--- config.mk ---
export PLATFORM = sky130hd
export DESIGN_NAME = string_to_integer_parser
export DESIGN_NICKNAME = d
export VERILOG_FILES = /design/src/rtl/core/sitp_pkg.sv /design/src/rtl/core/sitp_front.sv /design/src/rtl/core/sitp_queue.sv /design/src/rtl/core/sitp_back.sv /design/src/rtl/core/string_to_integer_parser.sv
export SDC_FILE = /design/constraint.sdc
export NUM_CORES = 1
export LEC_CHECK = 0
export ABC_AREA = 1
export BUFFER_PORTS_ARGS = -buffer_cell sky130_fd_sc_hd__buf_2
export CELL_PAD_IN_SITES_DETAIL_PLACEMENT = 1
export CELL_PAD_IN_SITES_GLOBAL_PLACEMENT = 1
export CORE_MARGIN = 1
export CORE_UTILIZATION = 28
export DETAILED_ROUTE_END_ITERATION = 10
export PLACE_DENSITY_LB_ADDON = 0.1
export SETUP_SLACK_MARGIN = 0.02
export SLEW_MARGIN = 20
export SYNTH_ARGS = -nofsm -noshare
export SYNTH_HDL_FRONTEND = slang
export SYNTH_SLANG_ARGS = --single-unit
--- constraint.sdc ---
create_clock -name clk_i -period 6.75 [get_ports clk_i]
set_input_delay 1.6875 -clock clk_i [delete_from_list [all_inputs] [get_ports clk_i]]
set_output_delay 1.6875 -clock clk_i [all_outputs]
set_load 0.01 [all_outputs]
--- src/rtl/core/sitp_pkg.sv ---
// Shared types, constants and the character classifier for the string to
// integer parser. No dependencies.
`timescale 1ns / 1ps

package sitp_pkg;

  localparam int unsigned ValueWidth = 32;
  localparam int unsigned RadixWidth = 6;
  localparam int unsigned QueueDepth = 2;
  localparam int unsigned QueueIdxW  = (QueueDepth > 1) ? $clog2(QueueDepth) : 1;
  localparam int unsigned QueueCntW  = $clog2(QueueDepth + 1);

  localparam logic [1:0] CmdStart   = 2'd0;
  localparam logic [1:0] CmdPush    = 2'd1;
  localparam logic [1:0] CmdFinUns  = 2'd2;
  localparam logic [1:0] CmdFinSgn  = 2'd3;

  localparam logic [7:0] ChSpace    = 8'h20;
  localparam logic [7:0] ChTab      = 8'h09;
  localparam logic [7:0] ChCr       = 8'h0D;
  localparam logic [7:0] ChMinus    = 8'h2D;
  localparam logic [7:0] ChPlus     = 8'h2B;
  localparam logic [7:0] ChZero     = 8'h30;
  localparam logic [7:0] ChNine     = 8'h39;
  localparam logic [7:0] ChLowA     = 8'h61;
  localparam logic [7:0] ChLowX     = 8'h78;
  localparam logic [7:0] ChCaseBit  = 8'h20;

  localparam logic [RadixWidth-1:0] RadixAuto  = 6'd0;
  localparam logic [RadixWidth-1:0] RadixMin   = 6'd2;
  localparam logic [RadixWidth-1:0] RadixMax   = 6'd36;
  localparam logic [RadixWidth-1:0] RadixOct   = 6'd8;
  localparam logic [RadixWidth-1:0] RadixDec   = 6'd10;
  localparam logic [RadixWidth-1:0] RadixHex   = 6'd16;
  localparam logic [RadixWidth-1:0] NoDigit    = 6'd63;

  localparam logic [ValueWidth-1:0] AllOnes    = 32'hFFFF_FFFF;
  localparam logic [ValueWidth-1:0] PosLimit   = 32'h7FFF_FFFF;
  localparam logic [ValueWidth-1:0] NegLimit   = 32'h8000_0000;

  // One classified item as it waits between front and back.
  typedef struct packed {
    logic [1:0]            cmd;
    logic [RadixWidth-1:0] radix;
    logic [RadixWidth-1:0] digit;    // NoDigit when no digit of any base
    logic                  is_blank;
    logic                  is_minus;
    logic                  is_plus;
    logic                  is_zero;
    logic                  is_x;
  } sitp_item_t;

  // Digit value 0..35, or NoDigit.
  function automatic logic [RadixWidth-1:0] digit_of(input logic [7:0] c);
    logic [7:0] lc;
    logic [7:0] d;
    lc = c | ChCaseBit;
    d  = lc - ChLowA + 8'd10;
    if (c >= ChZero && c <= ChNine) begin
      digit_of = RadixWidth'(c - ChZero);
    end else if (lc >= ChLowA && d < 8'(RadixMax)) begin
      digit_of = d[RadixWidth-1:0];
    end else begin
      digit_of = NoDigit;
    end
  endfunction

endpackage

--- src/rtl/core/sitp_front.sv ---
// Front end: takes input transfers and classifies the character.
// Depends on sitp_pkg.
`timescale 1ns / 1ps

module sitp_front (
  input  logic                            in_valid_i,
  output logic                            in_stall_o,
  input  logic [1:0]                      command_i,
  input  logic [7:0]                      character_i,
  input  logic [sitp_pkg::RadixWidth-1:0] radix_i,
  input  logic                            q_full_i,
  output logic                            q_push_o,
  output sitp_pkg::sitp_item_t            q_item_o
);

  assign in_stall_o = q_full_i;
  assign q_push_o   = in_valid_i && !q_full_i;

  always_comb begin
    q_item_o.cmd      = command_i;
    q_item_o.radix    = radix_i;
    q_item_o.digit    = sitp_pkg::digit_of(character_i);
    q_item_o.is_blank = (character_i == sitp_pkg::ChSpace) ||
                        (character_i >= sitp_pkg::ChTab && character_i <= sitp_pkg::ChCr);
    q_item_o.is_minus = (character_i == sitp_pkg::ChMinus);
    q_item_o.is_plus  = (character_i == sitp_pkg::ChPlus);
    q_item_o.is_zero  = (character_i == sitp_pkg::ChZero);
    q_item_o.is_x     = ((character_i | sitp_pkg::ChCaseBit) == sitp_pkg::ChLowX);
  end

endmodule

--- src/rtl/core/sitp_queue.sv ---
// Short queue of classified items between front and back.
// Depends on sitp_pkg.
`timescale 1ns / 1ps

module sitp_queue (
  input  logic                 clk_i,
  input  logic                 rst_ni,
  input  logic                 push_i,
  input  sitp_pkg::sitp_item_t item_i,
  output logic                 full_o,
  input  logic                 pop_i,
  output logic                 valid_o,
  output sitp_pkg::sitp_item_t item_o
);

  sitp_pkg::sitp_item_t              slot_q [sitp_pkg::QueueDepth];
  logic [sitp_pkg::QueueIdxW-1:0]    wr_q, wr_d, rd_q, rd_d;
  logic [sitp_pkg::QueueCntW-1:0]    cnt_q, cnt_d;
  logic                              do_pop;

  assign full_o  = (cnt_q == sitp_pkg::QueueCntW'(sitp_pkg::QueueDepth));
  assign valid_o = (cnt_q != '0);
  assign item_o  = slot_q[rd_q];
  assign do_pop  = pop_i && valid_o;

  function automatic logic [sitp_pkg::QueueIdxW-1:0] next_idx(
      input logic [sitp_pkg::QueueIdxW-1:0] idx);
    if (idx == sitp_pkg::QueueIdxW'(sitp_pkg::QueueDepth - 1)) begin
      next_idx = '0;
    end else begin
      next_idx = idx + 1'b1;
    end
  endfunction

  always_comb begin
    wr_d  = push_i ? next_idx(wr_q) : wr_q;
    rd_d  = do_pop ? next_idx(rd_q) : rd_q;
    cnt_d = cnt_q + sitp_pkg::QueueCntW'(push_i) - sitp_pkg::QueueCntW'(do_pop);
  end

  always_ff @(posedge clk_i or negedge rst_ni) begin
    if (!rst_ni) begin
      wr_q  <= '0;
      rd_q  <= '0;
      cnt_q <= '0;
    end else begin
      wr_q  <= wr_d;
      rd_q  <= rd_d;
      cnt_q <= cnt_d;
    end
  end

  always_ff @(posedge clk_i) begin
    if (push_i) begin
      slot_q[wr_q] <= item_i;
    end
  end

endmodule

--- src/rtl/core/sitp_back.sv ---
// Back end: conversion state, one multiply-add per digit, finish logic and
// the output register. Depends on sitp_pkg.
`timescale 1ns / 1ps

module sitp_back (
  input  logic                            clk_i,
  input  logic                            rst_ni,
  input  logic                            q_valid_i,
  input  sitp_pkg::sitp_item_t            q_item_i,
  output logic                            q_pop_o,
  output logic                            out_valid_o,
  input  logic                            out_stall_i,
  output logic                            accepted_o,
  output logic [sitp_pkg::ValueWidth-1:0] result_value_o,
  output logic                            converted_o,
  output logic                            range_error_o
);

  localparam int unsigned ProdW = sitp_pkg::ValueWidth + sitp_pkg::RadixWidth;

  logic [sitp_pkg::ValueWidth-1:0] acc_q, acc_d;
  logic [sitp_pkg::RadixWidth-1:0] base_q, base_d;
  logic minus_q, minus_d, plus_q, plus_d, zp_q, zp_d;
  logic digit_q, digit_d, ovf_q, ovf_d, skip_q, skip_d;

  logic                            out_valid_q;
  logic                            acc_ok_q, conv_q, rerr_q;
  logic [sitp_pkg::ValueWidth-1:0] value_q;

  logic                            acc_ok, conv, rerr;
  logic [sitp_pkg::ValueWidth-1:0] value, neg_acc, lim;
  logic [sitp_pkg::RadixWidth-1:0] base_eff;
  logic [ProdW-1:0]                next_val;
  logic                            done, sign_ok;

  assign q_pop_o = q_valid_i && (!out_valid_q || !out_stall_i);

  assign neg_acc  = '0 - acc_q;
  assign lim      = minus_q ? sitp_pkg::NegLimit : sitp_pkg::PosLimit;

  always_comb begin
    acc_d    = acc_q;
    base_d   = base_q;
    minus_d  = minus_q;
    plus_d   = plus_q;
    zp_d     = zp_q;
    digit_d  = digit_q;
    ovf_d    = ovf_q;
    skip_d   = skip_q;
    acc_ok   = 1'b0;
    conv     = 1'b0;
    rerr     = 1'b0;
    value    = '0;
    done     = 1'b0;
    base_eff = base_q;
    sign_ok  = !minus_q && !plus_q && !zp_q && !digit_q && !ovf_q;
    next_val = ProdW'(acc_q) * ProdW'(base_q) + ProdW'(q_item_i.digit);

    case (q_item_i.cmd)
      sitp_pkg::CmdStart: begin
        acc_d   = '0;
        base_d  = q_item_i.radix;
        minus_d = 1'b0;
        plus_d  = 1'b0;
        zp_d    = 1'b0;
        digit_d = 1'b0;
        ovf_d   = 1'b0;
        skip_d  = 1'b1;
      end
      sitp_pkg::CmdPush: begin
        if (skip_q && q_item_i.is_blank) begin
          acc_ok = 1'b1;
          done   = 1'b1;
        end else begin
          skip_d = 1'b0;
        end
        if (!done && sign_ok && q_item_i.is_minus) begin
          minus_d = 1'b1;
          acc_ok  = 1'b1;
          done    = 1'b1;
        end else if (!done && sign_ok && q_item_i.is_plus) begin
          plus_d = 1'b1;
          acc_ok = 1'b1;
          done   = 1'b1;
        end
        // Auto radix: prefix detection picks the base once.
        if (!done && base_q == sitp_pkg::RadixAuto) begin
          if (zp_q) begin
            if (q_item_i.is_x) begin
              base_d = sitp_pkg::RadixHex;
              acc_ok = 1'b1;
              done   = 1'b1;
            end else begin
              base_d   = sitp_pkg::RadixOct;
              base_eff = sitp_pkg::RadixOct;
            end
          end else if (q_item_i.is_zero) begin
            zp_d    = 1'b1;
            digit_d = 1'b1;
            acc_ok  = 1'b1;
            done    = 1'b1;
          end else begin
            base_d   = sitp_pkg::RadixDec;
            base_eff = sitp_pkg::RadixDec;
          end
        end
        if (!done && base_eff >= sitp_pkg::RadixMin && base_eff <= sitp_pkg::RadixMax &&
            q_item_i.digit < base_eff) begin
          // Accumulator is zero in auto mode here, so the product with the
          // stale base is zero as well; only the digit matters.
          acc_ok  = 1'b1;
          digit_d = 1'b1;
          if (|next_val[ProdW-1:sitp_pkg::ValueWidth]) begin
            ovf_d = 1'b1;
            acc_d = sitp_pkg::AllOnes;
          end else begin
            acc_d = next_val[sitp_pkg::ValueWidth-1:0];
          end
        end
      end
      sitp_pkg::CmdFinUns: begin
        if (digit_q) begin
          conv = 1'b1;
          if (ovf_q) begin
            value = sitp_pkg::AllOnes;
            rerr  = 1'b1;
          end else begin
            value = minus_q ? neg_acc : acc_q;
          end
        end
      end
      sitp_pkg::CmdFinSgn: begin
        if (digit_q) begin
          conv = 1'b1;
          if (ovf_q || acc_q > lim) begin
            value = lim;
            rerr  = 1'b1;
          end else begin
            value = minus_q ? neg_acc : acc_q;
          end
        end
      end
      default: begin
      end
    endcase
  end

  always_ff @(posedge clk_i or negedge rst_ni) begin
    if (!rst_ni) begin
      acc_q       <= '0;
      base_q      <= sitp_pkg::RadixAuto;
      minus_q     <= 1'b0;
      plus_q      <= 1'b0;
      zp_q        <= 1'b0;
      digit_q     <= 1'b0;
      ovf_q       <= 1'b0;
      skip_q      <= 1'b1;
      out_valid_q <= 1'b0;
    end else begin
      if (q_pop_o) begin
        acc_q   <= acc_d;
        base_q  <= base_d;
        minus_q <= minus_d;
        plus_q  <= plus_d;
        zp_q    <= zp_d;
        digit_q <= digit_d;
        ovf_q   <= ovf_d;
        skip_q  <= skip_d;
      end
      if (q_pop_o) begin
        out_valid_q <= 1'b1;
      end else if (!out_stall_i) begin
        out_valid_q <= 1'b0;
      end
    end
  end

  always_ff @(posedge clk_i) begin
    if (q_pop_o) begin
      acc_ok_q <= acc_ok;
      value_q  <= value;
      conv_q   <= conv;
      rerr_q   <= rerr;
    end
  end

  assign out_valid_o    = out_valid_q;
  assign accepted_o     = acc_ok_q;
  assign result_value_o = value_q;
  assign converted_o    = conv_q;
  assign range_error_o  = rerr_q;

endmodule

--- src/rtl/core/string_to_integer_parser.sv ---
// Top level of the string to integer parser: front classifier, item queue
// and execution back end. Depends on sitp_pkg, sitp_front, sitp_queue, sitp_back.
`timescale 1ns / 1ps

// Takes one command per transfer (start with a radix, push a character,
// finish unsigned or signed) and returns exactly one result transfer per
// command. Sustained rate is one command per clock while the output is not
// stalled; a taken command is first written into the two-entry queue, then
// the back end pops it and loads the output register, from which the result
// transfer is made. The pace is set by the back end, which does the 32 by 6
// bit multiply-add of a digit and the state update combinationally. The
// queue lets the input keep flowing for up to two items while the output
// is stalled.
module string_to_integer_parser (
  input  logic                            clk_i,
  input  logic                            rst_ni,
  input  logic                            in_valid_i,
  output logic                            in_stall_o,
  input  logic [1:0]                      command_i,
  input  logic [7:0]                      character_i,
  input  logic [sitp_pkg::RadixWidth-1:0] radix_i,
  output logic                            out_valid_o,
  input  logic                            out_stall_i,
  output logic                            accepted_o,
  output logic [sitp_pkg::ValueWidth-1:0] result_value_o,
  output logic                            converted_o,
  output logic                            range_error_o
);

  logic                 q_push, q_full, q_pop, q_valid;
  sitp_pkg::sitp_item_t q_in, q_out;

  sitp_front u_front (
    .in_valid_i  (in_valid_i),
    .in_stall_o  (in_stall_o),
    .command_i   (command_i),
    .character_i (character_i),
    .radix_i     (radix_i),
    .q_full_i    (q_full),
    .q_push_o    (q_push),
    .q_item_o    (q_in)
  );

  sitp_queue u_queue (
    .clk_i   (clk_i),
    .rst_ni  (rst_ni),
    .push_i  (q_push),
    .item_i  (q_in),
    .full_o  (q_full),
    .pop_i   (q_pop),
    .valid_o (q_valid),
    .item_o  (q_out)
  );

  sitp_back u_back (
    .clk_i          (clk_i),
    .rst_ni         (rst_ni),
    .q_valid_i      (q_valid),
    .q_item_i       (q_out),
    .q_pop_o        (q_pop),
    .out_valid_o    (out_valid_o),
    .out_stall_i    (out_stall_i),
    .accepted_o     (accepted_o),
    .result_value_o (result_value_o),
    .converted_o    (converted_o),
    .range_error_o  (range_error_o)
  );

endmodule

# Word level (Yosys, flattened, before mapping)
# Memories as Yosys holds them, arrays and structs flattened.
# Index checks and enable logic that the tools add are counted.
# word_totals
ff_bits	84
mem_bits_rw	38
inputBits	20
output_inout_bits	37
elab_cells	171
n_memories	1
# memory_table
name	words	word_bits	read_ports	rd_clocked_by_memory_dff	write_ports	line_no	text
u_queue.slot_q	2	19	1	0	1	sitp_queue.sv:16	sitp_pkg::sitp_item_t slot_q [sitp_pkg::QueueDepth];
# op_classes
addsub	9
multipliers	1
magnitude_cmp	10
n_eq_ne	20
mux	69
n_reduce_logical	45
# ops
cell	n
two-way mux 32 bit	8
one-hot mux 32 bit (2 select lines)	2
two-way mux 6 bit	9
two-way mux 1 bit	41
adder 38 x 6 -> 38 bit	1
multiplier 32 x 6 -> 38 bit	1
equality test 8 x 6 -> 1 bit (second input constant)	4
greater-than comparator 32 bit	1
subtractor 1 x 32 -> 32 bit (first input constant)	1
logical AND 1 bit	18
one-hot mux 1 bit (2 select lines)	7
!= test 2 x 1 -> 1 bit (second input constant)	6
one-hot mux 6 bit (2 select lines)	1
AND reduction 3 bit	4
zero test 1 bit	11
adder 8 x 4 -> 8 bit (second input constant)	1
>= comparator 8 x 4 -> 1 bit (second input constant)	1
>= comparator 8 x 6 -> 1 bit (second input constant)	1
>= comparator 8 x 7 -> 1 bit (second input constant)	1
less-or-equal comparator 8 x 4 -> 1 bit (second input constant)	1
less-or-equal comparator 8 x 6 -> 1 bit (second input constant)	1
< comparator 8 x 6 -> 1 bit (second input constant)	1
AND reduction 4 bit	2
subtractor 8 x 7 -> 8 bit (second input constant)	1
other kinds (22)	29

# Depth between registers and ports, before layout
# logic_depth
word_depth	20
ltp_mapped	30
ltp_nobuf	27

# Cells and area by module
# Synthesis repeated with hierarchy kept, for this count alone.
# unflattened
cells_unflattened	2040
area_unflattened_um2	15363.5
# by_module_without_submodules
module	instances	cells_each	area_each_um2	seq_area_each_um2
sitp_back	1	1809	13152.6	2178.3
sitp_queue	1	129	1615.3	1241.2
sitp_front	1	102	595.6	0.0

# Worst setup path before layout
# No wires, ideal clock.
# synth_timing
path_kind	register to register
startpoint	reg u_back.base_q[2] in the netlist's numbering
endpoint	reg u_back.acc_q[14] in the netlist's numbering
setup_time_ns	0.120
arrival_ns	4.660
required_ns	6.630
path_slack_ns	1.969
path_stages_with_launch	28
n_path_buf	3
synth_period_minus_slack_ns	4.781
path_cell_list	dfrtp_1 > clkbuf_1 > buf_1 > nand2_1 > inv_1 > fa_1 > inv_1 > fa_1 > inv_1 > fa_1 > fa_1 > ha_1 > nand2_1 > nor2_1 > nand3_1 > nand2_1 > nand2_1 > nand2_2 > nand2_1 > nand3_1 > nand2_1 > inv_1 > nand2_2 > nor2_8 > nand2_4 > buf_6 > o21ai_1 > nand2_1
# synth_between
elab_chain_cells	10
word_cells_on_any_way	24
cone_classes	add/sub (1); mul (1); order compare (3); eq/ne (1); mux (10); reduce/logical (8)
# synth_lines
element	line_no	text
from (decl)	sitp_back.sv:22	logic [sitp_pkg::RadixWidth-1:0] base_q, base_d;
from (signal assigned)	sitp_back.sv:151	base_q <= sitp_pkg::RadixAuto;
from (signal assigned)	sitp_back.sv:162	base_q <= base_d;
branches (longest 10 deep; another with multiplier 32 x 6 -> 38 bit)	-	
to (signal assigned)	sitp_back.sv:150	acc_q <= '0;
to (signal assigned)	sitp_back.sv:161	acc_q <= acc_d;
to (decl)	sitp_back.sv:21	logic [sitp_pkg::ValueWidth-1:0] acc_q, acc_d;
# Parallel ways; which one is timed is not known. The select of a mux whose other input is x is not followed.
# A chain may end at the register's enable or synchronous reset.

# Final worst setup path
# layout_timing
startpoint	reg u_back.base_q[5] in the netlist's numbering
endpoint	reg u_back.acc_q[15] in the netlist's numbering
# The elaborated chain is that of the path after synthesis.

==> results.json <==
{
  "status": "finished, violations left",
  "violations": "design-rule violations",
  "nFillCells": 6488,
  "synthArstFlopShare_pct": 40.2,
  "drive_gt1_share_pct": 7.46,
  "path_clk_slew_ns": 0.06,
  "io_pins": 57,
  "numPortBuffers": 56,
  "worstHoldPathType": "reg -> reg",
  "cts-root-buf": "clkbuf_16",
  "synth_edf_count": 73,
  "cts_setup_buffers": 0,
  "finalCritPeriodShare_pct": 85.6,
  "grt_pass1_vias": 13851,
  "yosysSeqAreaShare_pct": 22.8,
  "slew_headroom_pct": 27.7,
  "synth_warnings": 0,
  "dieArea_mm2": 0.0546,
  "cts_buffers": 17,
  "critPathMaxFanout": 28,
  "hold_viol_final": 0,
  "worstMarginPinSlew_ns": 1.07,
  "drt_iter0_drc": 510,
  "multi_input_area_mm2": 0.00970,
  "ctsLongestPathBuffers": 2,
  "antenna_found_initial": 0,
  "fin_crit_ns": 5.78,
  "vias": 12883,
  "gp_congestion": 0.833,
  "crit_path_start_kind": "flip-flop",
  "synth_top_cell_area_share_pct": 16.5,
  "setup_viol": 0,
  "start_util_pct": 28.5,
  "drtAntennaViolNets": 0,
  "cts.sinks": 122,
  "cts_hold_buf": 0,
  "regArea_mm2": 0.00342,
  "synth_seq_cells": 122,
  "post_synth.cell_area_avg_um2": 7.30,
  "arrival_ns": 6.13,
  "ys.flop_type": "edfxtp_1",
  "clock_latency_ns": 0.47,
  "yosysUniqueCellTypes": 51,
  "coreArea_mm2": 0.0528,
  "cts_tree": "built",
  "synth_fp_nets": 2333,
  "leakage_uw": 0.0101,
  "end_kind": "flip-flop",
  "grt_setup_unrepaired": "no",
  "maxCapViolCount": 0,
  "detail_route.wl_per_cell_um": 17.7,
  "grt_overflow": 0,
  "grt_max_degree": 53,
  "setup_slack_ns": 0.972,
  "h-tree-depth": 4,
  "rows": 84,
  "dp_hpwl_mm": 39.6,
  "fin_nets": 2338,
  "max_clock_freq_mhz": 173,
  "ctsResizeCount": 0,
  "maxSlewViolCount": 0,
  "viasPerCell": 4.66,
  "route.detailed.drc": 2,
  "synthTopCellsByArea": "fa_1 (17%), nand2_1 (15%), edfxtp_1 (15%)",
  "worstSetupPathType": "reg -> reg",
  "syn_inst": 2059,
  "grt_pass1_wl_mm": 80.5,
  "fin_skew_ns": 0.0116,
  "required_ns": 7.10,
  "powerDensity_mw_per_mm2": 464,
  "syn2layout_area_growth_pct": 9.97,
  "die_w_um": 234,
  "die_h_um": 234,
  "synth_area_mm2": 0.0150,
  "diodes": 0,
  "tns_ns": 0,
  "track_usage_pct": 19.4,
  "vdd_drop_max_v": 0.000285,
  "yosysTopAreaCell": "fa_1",
  "firstDrtPassIters": 10,
  "wl_mm": 49.1,
  "pre_cts_slack_ns": 0.954
}
[synthesized netlist by cell type (2+ instances only)]
| master | n |
|---|---|
| a211oi_1 | 4 |
| a21o_1 | 3 |
| a21oi_1 | 66 |
| a21oi_2 | 2 |
| a22oi_1 | 3 |
| a31oi_1 | 9 |
| and2_1 | 3 |
| buf_1 | 8 |
| buf_2 | 5 |
| buf_4 | 3 |
| buf_6 | 6 |
| clkbuf_1 | 72 |
| dfrtp_1 | 48 |
| edfxtp_1 | 73 |
| fa_1 | 124 |
| ha_1 | 130 |
| inv_1 | 390 |
| inv_2 | 6 |
| nand2_1 | 609 |
| nand2_2 | 8 |
| nand2_4 | 2 |
| nand3_1 | 98 |
| nand3_2 | 5 |
| nand4_1 | 54 |
| nor2_1 | 128 |
| nor2_2 | 4 |
| nor2_4 | 4 |
| nor3_1 | 14 |
| nor4_1 | 3 |
| o211ai_1 | 7 |
| o21a_1 | 4 |
| o21ai_0 | 54 |
| o21ai_1 | 28 |
| o21bai_1 | 4 |
| o31ai_1 | 2 |
| or2_2 | 2 |
| xnor2_1 | 14 |
| xor2_1 | 47 |
[registers in the layout (all words and copies together), names as in the netlist]
name / cells
u_queue.slot_q: 38
u_back.acc_q: 32
u_back.result_value_o: 32
u_back.base_q: 6
u_queue.cnt_q: 2
u_back.accepted_o: 1
u_back.converted_o: 1
u_back.digit_q: 1
u_back.minus_q: 1
u_back.out_valid_o: 1
u_back.ovf_q: 1
u_back.plus_q: 1
u_back.range_error_o: 1
u_back.skip_q: 1
u_back.zp_q: 1
u_queue.rd_q: 1
u_queue.wr_q: 1
[through the flow]
stage / instances / area, um2 / hold slack (ns) / util (%) / power (uW)
final: 2765 / 16500 / 0.511 / 31.3 / 7660
after global routing: 2765 / 16500 / 0.556 / 31.3 / 8520
after CTS: 2765 / 16500 / 0.517 / 31.3 / 7820
after detailed placement: 2733 / 15900 / 0.499 / 30.2 / 6830
after global placement: 2733 / 15900 / 0.504 / 30.2 / 6800
after floorplan: 2059 / 15000 / 0.467 / - / 5110
[kinds of logic after synthesis]
| logic type | share of synthesized area, % |
|---|---|
| flops | 22.8 |
| xor+xnor | 3.56 |
| compound gates | 7.13 |
| buf+inv | 12.7 |
| simple gates | 26.5 |
| fa+ha+maj | 27.3 |
[critical path: stages, from the launching register on]
cell and delay, ns:
dfrtp_1 1.06, nand2_1 0.19, fa_1 0.56, fa_1 0.58, inv_1 0.06, fa_1 0.51, fa_1 0.50, ha_1 0.36
nand2_1 0.09, nand2_1 0.08, nand2_1 0.09, nand2_1 0.06, nand2_1 0.06, nand2_1 0.06, nand2_1 0.07, nand3_1 0.21
nand2_1 0.17, nand2_1 0.06, nand2_1 0.05, nand2_1 0.07, nor2_4 0.19, nand2_4 0.25, o21ai_1 0.23, nand2_1 0.07
[worst paths after layout]
check	start	to	slack, ns	cells after the start
min	u_back.plus_q	u_back.plus_q	0.51	2
min reg2reg	u_back.plus_q	u_back.plus_q	0.51	2
min in group asynchronous	rst_ni	u_queue.wr_q	1.34	2
max in group asynchronous	rst_ni	u_back.minus_q	4.87	2
max reg2reg	u_back.base_q[5]	u_back.acc_q[15]	0.97	23
max	u_back.base_q[5]	u_back.acc_q[15]	0.97	23
[power breakdown]
part	leakage, uW	total, uW	switching, uW	internal, uW
Combinational	0.00851	5180	3400	1780
Sequential	0.00135	1570	493	1080
Clock	0.000272	912	392	521
Total	0.0101	7660	4290	3380
[routing by layer]
metal,vias up,GRT usage (%),wire length (um)
met3,24,2.45,1080
met5,-,0,0
met2,128,29.6,21400
met1,6328,28.9,26100
li1,6403,-,-
met4,0,3.94,514
[layout by cell type, fill, tap and decap left out, drive strengths merged, types with 18 or more instances in the layout]
cell type / instances
fa: 124
dfrtp: 48
buf: 80
nor2: 137
nand2: 619
a21oi: 68
ha: 130
edfxtp: 73
inv: 403
nand4: 54
nand3: 104
xor2: 47
o21ai: 83
clkbuf: 18
[layout make-up]
cell class / count / area share, %
Clock inverter: 14 / 0.818
Sequential cell: 122 / 20.7
Inverter: 397 / 9.03
Timing Repair Buffer: 80 / 2.86
Clock buffer: 18 / 2.66
Multi-Input combinational cell: 1446 / 58.7
Tap cell: 688 / 5.21
(Power assumes the default switching activity.)
